--- src/rtl/cpd_pkg.sv ---
// Types and constants of the chunk packet deframer.
// No dependencies; imported by every module of the block.
package cpd_pkg;

    localparam int unsigned HDR_BODY = 18;

    localparam logic [31:0] MAGIC_RESET   = 32'hDEAD_BEEF;
    localparam logic [7:0]  VERSION_RESET = 8'h01;
    localparam logic [7:0]  IMAGE_RESET   = 8'h02;

    typedef enum logic [1:0] {
        KIND_GOOD    = 2'd0,
        KIND_REJECT  = 2'd1,
        KIND_PAYLOAD = 2'd2
    } kind_t;

    typedef enum logic [1:0] {
        CAUSE_NONE     = 2'd0,
        CAUSE_CHECKSUM = 2'd1,
        CAUSE_MAGIC    = 2'd2,
        CAUSE_VERSION  = 2'd3
    } cause_t;

    typedef enum logic [1:0] {
        REG_MAGIC   = 2'd0,
        REG_VERSION = 2'd1,
        REG_IMAGE   = 2'd2
    } reg_idx_t;

    typedef struct packed {
        logic [31:0] magic;
        logic [7:0]  version;
        logic [7:0]  image_type;
    } cfg_t;

    typedef struct packed {
        kind_t       kind;
        cause_t      cause;
        logic [7:0]  message_type;
        logic [31:0] chunk_index;
        logic [31:0] chunk_total;
        logic [31:0] payload_length;
        logic        final_chunk;
        logic [7:0]  payload_value;
        logic        last_payload_byte;
    } result_t;

endpackage

--- src/rtl/cpd_regs.sv ---
// APB-style configuration registers: magic, version, image chunk type.
// Depends on cpd_pkg.
module cpd_regs
    import cpd_pkg::*;
(
    input  logic        clk,
    input  logic        rst_n,
    input  logic        psel,
    input  logic        penable,
    input  logic        pwrite,
    input  logic [3:0]  paddr,
    input  logic [31:0] pwdata,
    output logic [31:0] prdata,
    output cfg_t        cfg
);

    cfg_t     cfg_reg;
    reg_idx_t idx;
    logic     wr;

    assign idx = reg_idx_t'(paddr[3:2]);
    assign wr  = psel && penable && pwrite;
    assign cfg = cfg_reg;

    always_ff @(posedge clk or negedge rst_n)
    begin
        if (!rst_n)
        begin
            cfg_reg.magic      <= MAGIC_RESET;
            cfg_reg.version    <= VERSION_RESET;
            cfg_reg.image_type <= IMAGE_RESET;
        end
        else if (wr)
        begin
            unique case (idx)
                REG_MAGIC:   cfg_reg.magic      <= pwdata;
                REG_VERSION: cfg_reg.version    <= pwdata[7:0];
                REG_IMAGE:   cfg_reg.image_type <= pwdata[7:0];
                default:     ;
            endcase
        end
    end

    always_comb
    begin
        unique case (idx)
            REG_MAGIC:   prdata = cfg_reg.magic;
            REG_VERSION: prdata = {24'd0, cfg_reg.version};
            REG_IMAGE:   prdata = {24'd0, cfg_reg.image_type};
            default:     prdata = 32'd0;
        endcase
    end

endmodule

--- src/rtl/cpd_parser.sv ---
// Header tracker and checker: stores header bytes, checks the header,
// counts payload bytes and forms one result per checksum or payload byte. Depends on cpd_pkg.
module cpd_parser
    import cpd_pkg::*;
(
    input  logic       clk,
    input  logic       rst_n,
    input  logic       take,
    input  logic [7:0] data_byte,
    input  cfg_t       cfg,
    output logic       res_valid,
    output result_t    res
);

    localparam logic [4:0] LAST_POS = 5'(HDR_BODY);

    logic [4:0]  pos_reg, pos_next;
    logic [7:0]  xor_reg, xor_next;
    logic        pay_reg, pay_next;
    logic [31:0] rem_reg, rem_next;
    logic [7:0]  hdr_reg [HDR_BODY];

    logic        hdr_wr;
    logic [7:0]  mtype;
    logic [31:0] idx, tot, len, magic;
    logic        fin_base;
    cause_t      cause;

    assign mtype    = hdr_reg[5];
    assign magic    = {hdr_reg[0], hdr_reg[1], hdr_reg[2], hdr_reg[3]};
    assign idx      = {hdr_reg[6], hdr_reg[7], hdr_reg[8], hdr_reg[9]};
    assign tot      = {hdr_reg[10], hdr_reg[11], hdr_reg[12], hdr_reg[13]};
    assign len      = {hdr_reg[14], hdr_reg[15], hdr_reg[16], hdr_reg[17]};
    assign fin_base = (mtype == cfg.image_type) && (idx + 32'd1 == tot);

    always_comb
    begin
        if (xor_reg != data_byte)
            cause = CAUSE_CHECKSUM;
        else if (magic != cfg.magic)
            cause = CAUSE_MAGIC;
        else if (hdr_reg[4] != cfg.version)
            cause = CAUSE_VERSION;
        else
            cause = CAUSE_NONE;
    end

    always_comb
    begin
        pos_next  = pos_reg;
        xor_next  = xor_reg;
        pay_next  = pay_reg;
        rem_next  = rem_reg;
        hdr_wr    = 1'b0;
        res_valid = 1'b0;

        res.kind              = KIND_PAYLOAD;
        res.cause             = CAUSE_NONE;
        res.message_type      = mtype;
        res.chunk_index       = idx;
        res.chunk_total       = tot;
        res.payload_length    = len;
        res.final_chunk       = fin_base;
        res.payload_value     = 8'd0;
        res.last_payload_byte = 1'b0;

        if (pay_reg)
        begin
            res_valid             = take;
            res.payload_value     = data_byte;
            res.last_payload_byte = (rem_reg == 32'd1);
            if (take)
            begin
                rem_next = rem_reg - 32'd1;
                if (rem_reg == 32'd1)
                begin
                    pay_next = 1'b0;
                    pos_next = 5'd0;
                    xor_next = 8'd0;
                end
            end
        end
        else if (pos_reg < LAST_POS)
        begin
            if (take)
            begin
                hdr_wr   = 1'b1;
                xor_next = xor_reg ^ data_byte;
                pos_next = pos_reg + 5'd1;
            end
        end
        else
        begin
            res_valid = take;
            res.cause = cause;
            if (cause != CAUSE_NONE)
            begin
                res.kind        = KIND_REJECT;
                res.final_chunk = 1'b0;
            end
            else
            begin
                res.kind = KIND_GOOD;
            end
            if (take)
            begin
                pos_next = 5'd0;
                xor_next = 8'd0;
                if (cause == CAUSE_NONE)
                begin
                    rem_next = len;
                    pay_next = (len != 32'd0);
                end
            end
        end
    end

    always_ff @(posedge clk or negedge rst_n)
    begin
        if (!rst_n)
        begin
            pos_reg <= 5'd0;
            xor_reg <= 8'd0;
            pay_reg <= 1'b0;
            rem_reg <= 32'd0;
        end
        else
        begin
            pos_reg <= pos_next;
            xor_reg <= xor_next;
            pay_reg <= pay_next;
            rem_reg <= rem_next;
        end
    end

    always_ff @(posedge clk)
    begin
        for (int i = 0; i < HDR_BODY; i++)
        begin
            if (hdr_wr && pos_reg == 5'(i))
                hdr_reg[i] <= data_byte;
        end
    end

endmodule

--- src/rtl/cpd_out_reg.sv ---
// Result register with valid/ready handshake toward the receiver.
// Depends on cpd_pkg.
module cpd_out_reg
    import cpd_pkg::*;
(
    input  logic    clk,
    input  logic    rst_n,
    input  logic    load,
    input  result_t res,
    input  logic    out_ready,
    output logic    free,
    output logic    out_valid,
    output result_t out_res
);

    logic    valid_reg, valid_next;
    result_t res_reg;

    assign free       = !valid_reg || out_ready;
    assign valid_next = load || (valid_reg && !out_ready);
    assign out_valid  = valid_reg;
    assign out_res    = res_reg;

    always_ff @(posedge clk or negedge rst_n)
    begin
        if (!rst_n)
            valid_reg <= 1'b0;
        else
            valid_reg <= valid_next;
    end

    always_ff @(posedge clk)
    begin
        if (load)
            res_reg <= res;
    end

endmodule

--- src/rtl/chunk_packet_deframer.sv ---
// Chunk packet deframer: turns a byte stream into header and payload results.
// Byte input channel: in_valid/in_ready with data_byte, one byte per transaction.
// Result channel: out_valid/out_ready with the decoded result fields.
// Each packet is a 19-byte big-endian header (magic, version, type, index,
// total, length, XOR checksum) and then the payload bytes.
// The first 18 header bytes give no result. The checksum byte gives one header
// result, good or rejected with its first failed check; a rejected header is
// dropped and the next byte starts a new header. Each payload byte gives one
// result, the final one marked.
// Throughput: one byte per cycle while out_ready stays high. Latency: a result appears in the
// output register the cycle after its byte is accepted.
// Stall: while a result waits and out_ready is low, in_ready is low; with
// out_ready high a new byte is taken in the same cycle the old result leaves.
// Reset (rst_n low, asynchronous) clears the output valid flag and starts
// hunting for a header; configuration returns to its defaults.
// Configuration: APB-style, registers at 0x0 magic, 0x4 version, 0x8 image type.
module chunk_packet_deframer
    import cpd_pkg::*;
(
    input  logic        clk,
    input  logic        rst_n,
    input  logic        psel,
    input  logic        penable,
    input  logic        pwrite,
    input  logic [3:0]  paddr,
    input  logic [31:0] pwdata,
    output logic [31:0] prdata,
    output logic        pready,
    input  logic        in_valid,
    output logic        in_ready,
    input  logic [7:0]  data_byte,
    output logic        out_valid,
    input  logic        out_ready,
    output logic [1:0]  out_kind,
    output logic [1:0]  reject_cause,
    output logic [7:0]  message_type,
    output logic [31:0] chunk_index,
    output logic [31:0] chunk_total,
    output logic [31:0] payload_length,
    output logic        final_chunk,
    output logic [7:0]  payload_value,
    output logic        last_payload_byte
);

    cfg_t    cfg;
    result_t res;
    result_t out_res;
    logic    res_valid;
    logic    take;

    assign pready = 1'b1;
    assign take   = in_valid && in_ready;

    cpd_regs u_regs (
        .clk    (clk),
        .rst_n  (rst_n),
        .psel   (psel),
        .penable(penable),
        .pwrite (pwrite),
        .paddr  (paddr),
        .pwdata (pwdata),
        .prdata (prdata),
        .cfg    (cfg)
    );

    cpd_parser u_parser (
        .clk      (clk),
        .rst_n    (rst_n),
        .take     (take),
        .data_byte(data_byte),
        .cfg      (cfg),
        .res_valid(res_valid),
        .res      (res)
    );

    cpd_out_reg u_out (
        .clk      (clk),
        .rst_n    (rst_n),
        .load     (res_valid),
        .res      (res),
        .out_ready(out_ready),
        .free     (in_ready),
        .out_valid(out_valid),
        .out_res  (out_res)
    );

    assign out_kind          = out_res.kind;
    assign reject_cause      = out_res.cause;
    assign message_type      = out_res.message_type;
    assign chunk_index       = out_res.chunk_index;
    assign chunk_total       = out_res.chunk_total;
    assign payload_length    = out_res.payload_length;
    assign final_chunk       = out_res.final_chunk;
    assign payload_value     = out_res.payload_value;
    assign last_payload_byte = out_res.last_payload_byte;

endmodule

--- config.mk ---
export PLATFORM = sky130hd
export DESIGN_NAME = chunk_packet_deframer
export DESIGN_NICKNAME = d
export VERILOG_FILES = /design/src/rtl/cpd_pkg.sv /design/src/rtl/cpd_regs.sv /design/src/rtl/cpd_parser.sv /design/src/rtl/cpd_out_reg.sv /design/src/rtl/chunk_packet_deframer.sv
export SDC_FILE = /design/constraint.sdc
export NUM_CORES = 1
export LEC_CHECK = 0
export BUFFER_PORTS_ARGS = -buffer_cell sky130_fd_sc_hd__buf_2
export CELL_PAD_IN_SITES_DETAIL_PLACEMENT = 0
export CELL_PAD_IN_SITES_GLOBAL_PLACEMENT = 2
export CORE_AREA = 2 2 151 263
export CTS_CLUSTER_SIZE = 14
export DETAILED_ROUTE_END_ITERATION = 6
export DIE_AREA = 0 0 153 265
export PLACE_DENSITY_LB_ADDON = 0.1
export SLEW_MARGIN = 5
export SYNTH_ARGS = -nofsm -noshare
export SYNTH_HDL_FRONTEND = slang
export SYNTH_SLANG_ARGS = --single-unit
--- constraint.sdc ---
create_clock -name clk -period 7.9 [get_ports clk]
set_input_delay 0.395 -clock clk [delete_from_list [all_inputs] [get_ports clk]]
set_output_delay 0.395 -clock clk [all_outputs]
set_load 0.03 [all_outputs]
After elaboration in Yosys (flattened, before gate mapping) --
Memories as Yosys holds them, arrays and structs flattened. Index checks and enable logic that the tools add are counted.
Cells by class: equality and inequality tests 27, mux-type cells 123, add/sub/neg operators 3, magnitude comparators 1, reductions and logical operators 56, bitwise operators 1
Operator list (count):
- $mux W8 | 23
- $mux W32 | 5
- $reduce_or A8 Y1 | 17
- $mux W5 | 23
- $pmux W32 S3 | 1
- $mux W1 | 68
- $eq A5 B4 Y1 const B | 8
- $add A32 B1 Y32 const B | 1
- $eq A32 B1 Y1 const B | 1
- $eq A32 B32 Y1 | 1
- $ne A32 B32 Y1 | 1
- $reduce_bool A32 Y1 | 1
- $sub A32 B1 Y32 const B | 1
- $logic_and A1 B1 Y1 | 23
- $eq A5 B3 Y1 const B | 4
- $ne A8 B8 Y1 | 2
- $eq A5 B2 Y1 const B | 2
- $eq A5 B5 Y1 const B | 2
- $eq A8 B8 Y1 | 1
- $reduce_and A2 Y1 | 4
- $xor A8 B8 Y8 | 1
- $mux W2 | 3
- $add A5 B1 Y5 const B | 1
- $eq A5 B1 Y1 const B | 1
- other kinds (12) | 16
Word-level totals: RAM bits 144, logic and storage cells 229, bits in registers 213, memories kept 1, output and inout port bits 153
Memory list:
- u_parser.hdr_reg | words 18, bits a word 8, read ports 18, clocked after Yosys merged registers in 0, write ports 1, line cpd_parser.sv:21 | logic [7:0] hdr_reg [HDR_BODY];

Logic depth before layout (Yosys ltp) --
Gate-level depths: netlist of the first run.
depth after elaboration 27, mapped depth 10, gate-level depth less buffers 9

Hierarchy --
A second synthesis of the first run with hierarchy kept.
Unflattened totals: cell total of the unflattened synthesis 1098, area total of the unflattened synthesis 15282.2 µm²
By module, submodules not included:
- cpd_parser | cells each 816, seq. area each 5475.3 µm², area each 9475.3 µm², times used 1
- cpd_out_reg | cells each 121, seq. area each 3568.4 µm², area each 3590.9 µm², times used 1
- cpd_regs | cells each 158, seq. area each 1233.7 µm², area each 2198.4 µm², times used 1
- chunk_packet_deframer | cells each 3, seq. area each 0.0 µm², area each 17.5 µm², times used 1

Worst setup path after synthesis of the first run --
OpenSTA, ideal clock, no wires.
path kind register -> register, start register u_out.valid_reg (netlist: u_out.out_valid), end register u_parser.rem_reg[1], data arrival time 5.570 ns, setup slack 2.193 ns, required time 7.763 ns, library setup time 0.137 ns, stages on the path, launching flop included 8, buffers on the path 2, cell sequence dfrtp_1 nand2b_1 nand3_1 inv_1 clkbuf_1 buf_1 o21ai_0 a22oi_1
On the way: cells in the longest elaborated chain, start to end 4
RTL lines:
- start, declared | line cpd_out_reg.sv:16 | logic valid_reg, valid_next;
- start signal, assigned | line cpd_out_reg.sv:29 | valid_reg <= valid_next;
- $logic_not A1 Y1 | line cpd_out_reg.sv:19 | assign free = !valid_reg || out_ready;
- $logic_or A1 B1 Y1 | line cpd_out_reg.sv:19
- named net in_ready | line chunk_packet_deframer.sv:30 | output logic in_ready,
- $logic_and A1 B1 Y1 | line chunk_packet_deframer.sv:52 | assign take = in_valid && in_ready;
- $reduce_and A3 Y1 (no line)
- end signal, assigned | line cpd_parser.sv:132 | rem_reg <= rem_next;
- end, declared | line cpd_parser.sv:20 | logic [31:0] rem_reg, rem_next;
The timed path passes the listed nets, and every way through them passes these cells. A chain may end at the register's enable or synchronous reset.

Final worst setup path of the first run --
start register u_parser.pos_reg[2], end register u_parser.rem_reg[28]
On the way: cells in the longest elaborated chain, start to end 3
RTL lines:
- start, declared | line cpd_parser.sv:17 | logic [4:0] pos_reg, pos_next;
- start signal, assigned | line cpd_parser.sv:129 | pos_reg <= pos_next;
- $lt A5 B5 Y1 | line cpd_parser.sv:83 | else if (pos_reg < LAST_POS)
- $ne A2 B1 Y1 (no line)
- $reduce_and A3 Y1 (no line)
No other way between the ends.

==> impl_metrics.tcl, run 1 <==
set metrics [dict create \
    status "completed" \
    drt-initial-drc-count 543 \
    grtUsageMet2 0.369 \
    min_path_cells 2 \
    synth_nets 1141 \
    antenna_found_initial 1 \
    cap_violations 0 \
    synth_top_area_frac 0.520 \
    rsz0062_at_grt "false" \
    io-pin-count 204 \
    die_h_um 265 \
    vdd_ir_drop_max_uv 176 \
    r2r-end "u_parser.rem_reg[28]" \
    slew_headroom 0.159 \
    grt_overflow 0 \
    nFillCells 3566 \
    die_x_um 153 \
    use_met1 0.236 \
    netlist_area_um2 15100 \
    worstPathCellList "o31ai_1 -> nand2_1 -> nand3_2 -> inv_6 -> buf_4 -> buf_4 -> nand2_1 -> mux2i_1 -> a21oi_1 -> a21boi_1" \
    grt_max_degree 68 \
    grt_pass1_vias 9835 \
    max_stage_delay_ps 700 \
    crit_path_end_kind "flip-flop" \
    ant_nets 0 \
    grt_pass1_wl_mm 61.1 \
    synth.area.top_cells "edfxtp_1 (52%), dfrtp_1 (11%), dfstp_2 (4.5%)" \
    critPathSlowestCell "buf_4" \
    start_util 0.394 \
    clkTransAtPathRegs_ps 70 \
    die_area_um2 40500 \
    coreArea_um2 38400 \
    synthFlopType "edfxtp_1" \
    synth_cells 1082 \
    rr_startpoint "u_parser.pos_reg[2]" \
    post_synth_num_cell_types 70 \
    setup-tns-final_ps 0 \
    r2r_cells 10 \
    cts_max_level 2 \
    finalMaxSlewViolations 0 \
    hold_viol 0 \
    firstDrtPassIters 5 \
    rows 95 \
    drive_gt1_frac 0.280 \
    worstSetupPathType "reg -> reg" \
    yosys_warnings 0 \
    track_usage 0.198 \
    grt_most_used_layer "met2" \
    syn_area_per_cell_um2 14.0 \
    hp-class "in -> reg" \
    layout_commonest_cell "edfxtp_1" \
    skew_ps 12.1 \
    clock-sinks 357 \
    finalNetCount 1356 \
    power_uw 4760 \
    seq_area_um2 10300 \
    avgRoutedWirePerCell_um 22.4 \
    cts_buffers 36 \
    clockRootBuffer "clkbuf_16" \
    rrSetupSlack_ps 4390 \
    drc 0 \
    yosys.area.top_type "edfxtp_1" \
    gp_congestion 0.778 \
    n_antenna_cell 0 \
    arrival_ps 3910 \
    multi_input_area_um2 4650 \
    syn2layout_area_growth_pct 18.2 \
    grt_use_met3 0.0283 \
    synth_edf_count 262 \
    synth-seq-cells 357 \
    startpoint_type "flip-flop" \
    crit_required_ps 8300 \
    power.density_nw_per_um2 266 \
    fmax_mhz 285 \
    p_leak_uw 0.00655 \
    path_max_fanout 56 \
    dpl.hpwl_mm 27.1 \
    tightest_slew_ps 1260 \
    holdPathEnd "u_regs.cfg[41]" \
    synth-seq-area-share 0.679 \
    clockBufferDepth 3 \
    post_cts.resized_instances 0 \
    period_minus_slack_ps 3510 \
    totalWireLength_mm 40.6 \
    via_per_inst 5.35 \
    setup_violations 0 \
    cts_tree "built" \
    vias 9681 \
    worst_skew_pair.late_latency_ps 530 \
    async_reset_ff_frac 0.266 \
    period_share 0.444 \
    holdCritStartpoint "pwdata[25]" \
    final_cell_mix "edfxtp_1 (262), buf_2 (199), xnor2_1 (71)" \
    largest_reg_flops 144 \
    numPortBuffers 200 \
]
## stage by stage
stage	area (um2)	hold slack (ps)	setup slack (ps)	instances	utilization
4_1_cts	17900	77.2	4320	1809	0.466
3_5_place_dp	16700	386	4350	1743	0.435
6_report	17900	101	4390	1809	0.466
3_3_place_gp	16700	388	4410	1743	0.435
2_1_floorplan	15100	99.4	2190	1082	-
5_1_grt	17900	84.7	3990	1809	0.466
## what timing repair did
item,4_1_cts,5_1_grt
hold endpoints to repair,28,0
endpoints found under the setup margin,0,0
buffers inserted,0,0
hold buffers,1,0
## area by class of cell
type / instances / share of cell area
clock buffer: 43 / 0.0524
inverter: 14 / 0.00322
clock inverter: 22 / 0.0131
sequential: 357 / 0.575
timing repair buffer: 215 / 0.0626
multi-input combinational: 673 / 0.260
tap: 485 / 0.0339
## critical path: cells and delay by family (launching register included)
kind            cells  cell delay, ps
compound gates      3             400
flops               1             570
buf+inv             3            1680
simple gates        3             520
mux                 1             150
## logic make-up after synthesis
kind of cell,synth area share
flops,0.679
simple gates,0.114
compound gates,0.0795
xor+xnor,0.0567
mux,0.0491
buf+inv,0.0143
fa+ha+maj,0.00661
other cells,0.000248
## synth_stat cells (all sizes together) (7+ instances only)
master  instances
xnor2          71
edfxtp        262
o22a           11
dfrtp          69
or4             7
a31oi           9
mux2           50
nand2          63
nor4           24
and3           17
a21oi          19
inv            14
nand3          24
and2           36
clkbuf         28
a22oi          13
o21ai          59
o31ai           9
xor2           27
buf            10
mux2i          18
o221a          11
or3            13
nand4          27
nor2           56
ha              8
nor3           24
dfstp          26
nand2b         10
## report_power, final
group / total (uW) / internal (uW) / switching [uW] / leakage, uW
Sequential: 2390 / 2250 / 148 / 0.00352
Clock: 1720 / 987 / 736 / 0.000564
Combinational: 643 / 230 / 412 / 0.00246
Total: 4760 / 3460 / 1300 / 0.00655
## how the worst max path moves through the flow
stage,end,depth (start not counted),start
after CTS,u_parser.rem_reg[28],10,u_parser.pos_reg[2]
after detailed placement,u_parser.rem_reg[28],10,u_parser.pos_reg[2]
after global routing,u_parser.rem_reg[28],10,u_parser.pos_reg[2]
after global placement,u_parser.rem_reg[28],10,u_parser.pos_reg[2]
after floorplan,u_parser.rem_reg[1],7,u_out.out_valid
final,u_parser.rem_reg[28],10,u_parser.pos_reg[2]
## per-layer routing
layer  vias up  wire length (um)  part of all wire
li1       4541                 -                 -
met1      4847             15900              0.39
met2       246             22000              0.54
met3        47              1600             0.039
met4         0              1030             0.025
met5         -                 0                 0
Note: power is estimated with default switching activity, not from simulation.
==> run 2: changes to the inputs <==
--- a/config.mk
+++ b/config.mk
@@ -8,10 +8,10 @@
 export BUFFER_PORTS_ARGS = -buffer_cell sky130_fd_sc_hd__buf_2
 export CELL_PAD_IN_SITES_DETAIL_PLACEMENT = 0
 export CELL_PAD_IN_SITES_GLOBAL_PLACEMENT = 2
-export CORE_AREA = 2 2 151 263
+export CORE_AREA = 2 2 158 277
 export CTS_CLUSTER_SIZE = 14
 export DETAILED_ROUTE_END_ITERATION = 6
-export DIE_AREA = 0 0 153 265
+export DIE_AREA = 0 0 160 279
 export PLACE_DENSITY_LB_ADDON = 0.1
 export SLEW_MARGIN = 5
 export SYNTH_ARGS = -nofsm -noshare
==> constraint.sdc (replaced) <==
create_clock -name clk -period 2.85 [get_ports clk]
set_input_delay 0.1425 -clock clk [delete_from_list [all_inputs] [get_ports clk]]
set_output_delay 0.1425 -clock clk [all_outputs]
set_load 0.03 [all_outputs]
==> run 2 against run 1 <==
Effect of this change:
- register-to-register slack lost 4200 ps
- final cell count is 9.2% higher
- via count grew 3.6%
- clock skew grew 8.6 ps
- first-iteration DRC count is 8.5% lower
- largest cell class unchanged
==> impl_metrics.tcl, run 2 (same netlist as run 1, synthesis figures left out) <==
set metrics [dict create \
    die_x_um 160 \
    worstSetupPathType "reg -> reg" \
    startpoint_type "flip-flop" \
    gp_congestion 0.770 \
    period_share 0.951 \
    arrival_ps 3110 \
    finalMaxSlewViolations 0 \
    clockBufferDepth 3 \
    clockRootBuffer "clkbuf_16" \
    p_leak_uw 0.00699 \
    coreArea_um2 42300 \
    start_util 0.358 \
    tightest_slew_ps 731 \
    drt-initial-drc-count 497 \
    grt_overflow 0 \
    fin_ws_ps 140 \
    drc 0 \
    crit_required_ps 3250 \
    cap_violations 0 \
    crit_path_end_kind "flip-flop" \
    vdd_ir_drop_max_uv 333 \
    power.density_nw_per_um2 706 \
    power_uw 13300 \
    cts_tree "built" \
    via_per_inst 5.08 \
    grt_pass1_vias 10330 \
    hp-class "in -> reg" \
    clkTransAtPathRegs_ps 70 \
    dpl.hpwl_mm 30.0 \
    layout_commonest_cell "edfxtp_1" \
    ant_nets 0 \
    setup-tns-final_ps 0 \
    n_antenna_cell 0 \
    rows 100 \
    io-pin-count 204 \
    track_usage 0.194 \
    slew_headroom 0.508 \
    worst_skew_pair.late_latency_ps 530 \
    rsz0062_at_grt "false" \
    cts_buffers 35 \
    vias 10025 \
    period_minus_slack_ps 2710 \
    clock-sinks 357 \
    syn2layout_area_growth_pct 24.1 \
    drive_gt1_frac 0.303 \
    status "completed" \
    largest_reg_flops 144 \
    numPortBuffers 200 \
    avgRoutedWirePerCell_um 22.0 \
    firstDrtPassIters 5 \
    setup_violations 0 \
    antenna_found_initial 2 \
    finalNetCount 1448 \
    cts_max_level 2 \
    skew_ps 20.7 \
    grt_max_degree 70 \
    hold_viol 0 \
    fmax_mhz 369 \
    totalWireLength_mm 43.4 \
    final_cell_mix "edfxtp_1 (262), buf_2 (199), buf_4 (72)" \
    die_h_um 279 \
    path_max_fanout 3 \
    grt_pass1_wl_mm 65.0 \
    die_area_um2 44600 \
    place_ws_ps 88.1 \
    nFillCells 4052 \
]
[run 2: path summary, 6_finish.rpt]
kind                                    startpoint  slack [ps]                    to  cells after the start
hold reg to reg            u_parser.hdr_reg[10][7]         460     u_out.out_res[73]                      0
max in group asynchronous                    rst_n        1810        u_regs.cfg[25]                      3
setup / recovery               u_parser.rem_reg[1]         140  u_parser.rem_reg[30]                      9
hold / removal                            in_valid          60      u_parser.pay_reg                      3
min in group asynchronous                    rst_n         210        u_regs.cfg[38]                      2
setup reg to reg               u_parser.rem_reg[1]         140  u_parser.rem_reg[30]                      9
[run 2: layout make-up]
class	count	area (um2)	area share
Multi-Input combinational cell	673	4670	0.248
Inverter	14	57.6	0.00306
Tap cell	561	702	0.0374
Sequential cell	357	10300	0.547
Clock buffer	52	1010	0.0540
Timing Repair Buffer	308	1940	0.103
Clock inverter	10	130	0.00693
[run 2: repair_timing]
action,4_1_cts,5_1_grt
endpoints found under the hold margin,88,0
hold buffers,34,0
buffers inserted,0,2
gates resized for setup,0,6
setup endpoints to repair,0,5
[run 2: where the power goes]
| group | total (uW) | internal [uW] | switching, uW |
|---|---|---|---|
| combinational | 1950 | 748 | 1210 |
| sequential | 6620 | 6220 | 398 |
| clock | 4690 | 2740 | 1950 |
| total | 13300 | 9720 | 3550 |
[run 2: metal layers]
metal	share of wire	GRT usage	vias to the layer above
met3	0.037	0.0282	58
met1	0.39	0.222	5012
met4	0.027	0.0601	4
met5	0.00069	0	-
met2	0.55	0.372	226
li1	-	-	4725
[run 2: worst max-delay path, cell delays in order, from the launching register on]
cell and delay, ps:
dfrtp_1 400, inv_2 70, ha_2 190, or3b_4 380
or4_4 420, buf_4 160, nor4_4 240, or3b_1 390
a221oi_2 250, a311oi_1 70
[run 2: through the flow]
step,instances,util,instance area (um2),hold slack (ps)
2_1_floorplan,1082,-,15100,-153
3_5_place_dp,1877,0.408,17300,235
3_3_place_gp,1877,0.408,17300,252
5_1_grt,1975,0.444,18800,82.3
4_1_cts,1973,0.443,18700,53.3
6_report,1975,0.444,18800,56.4
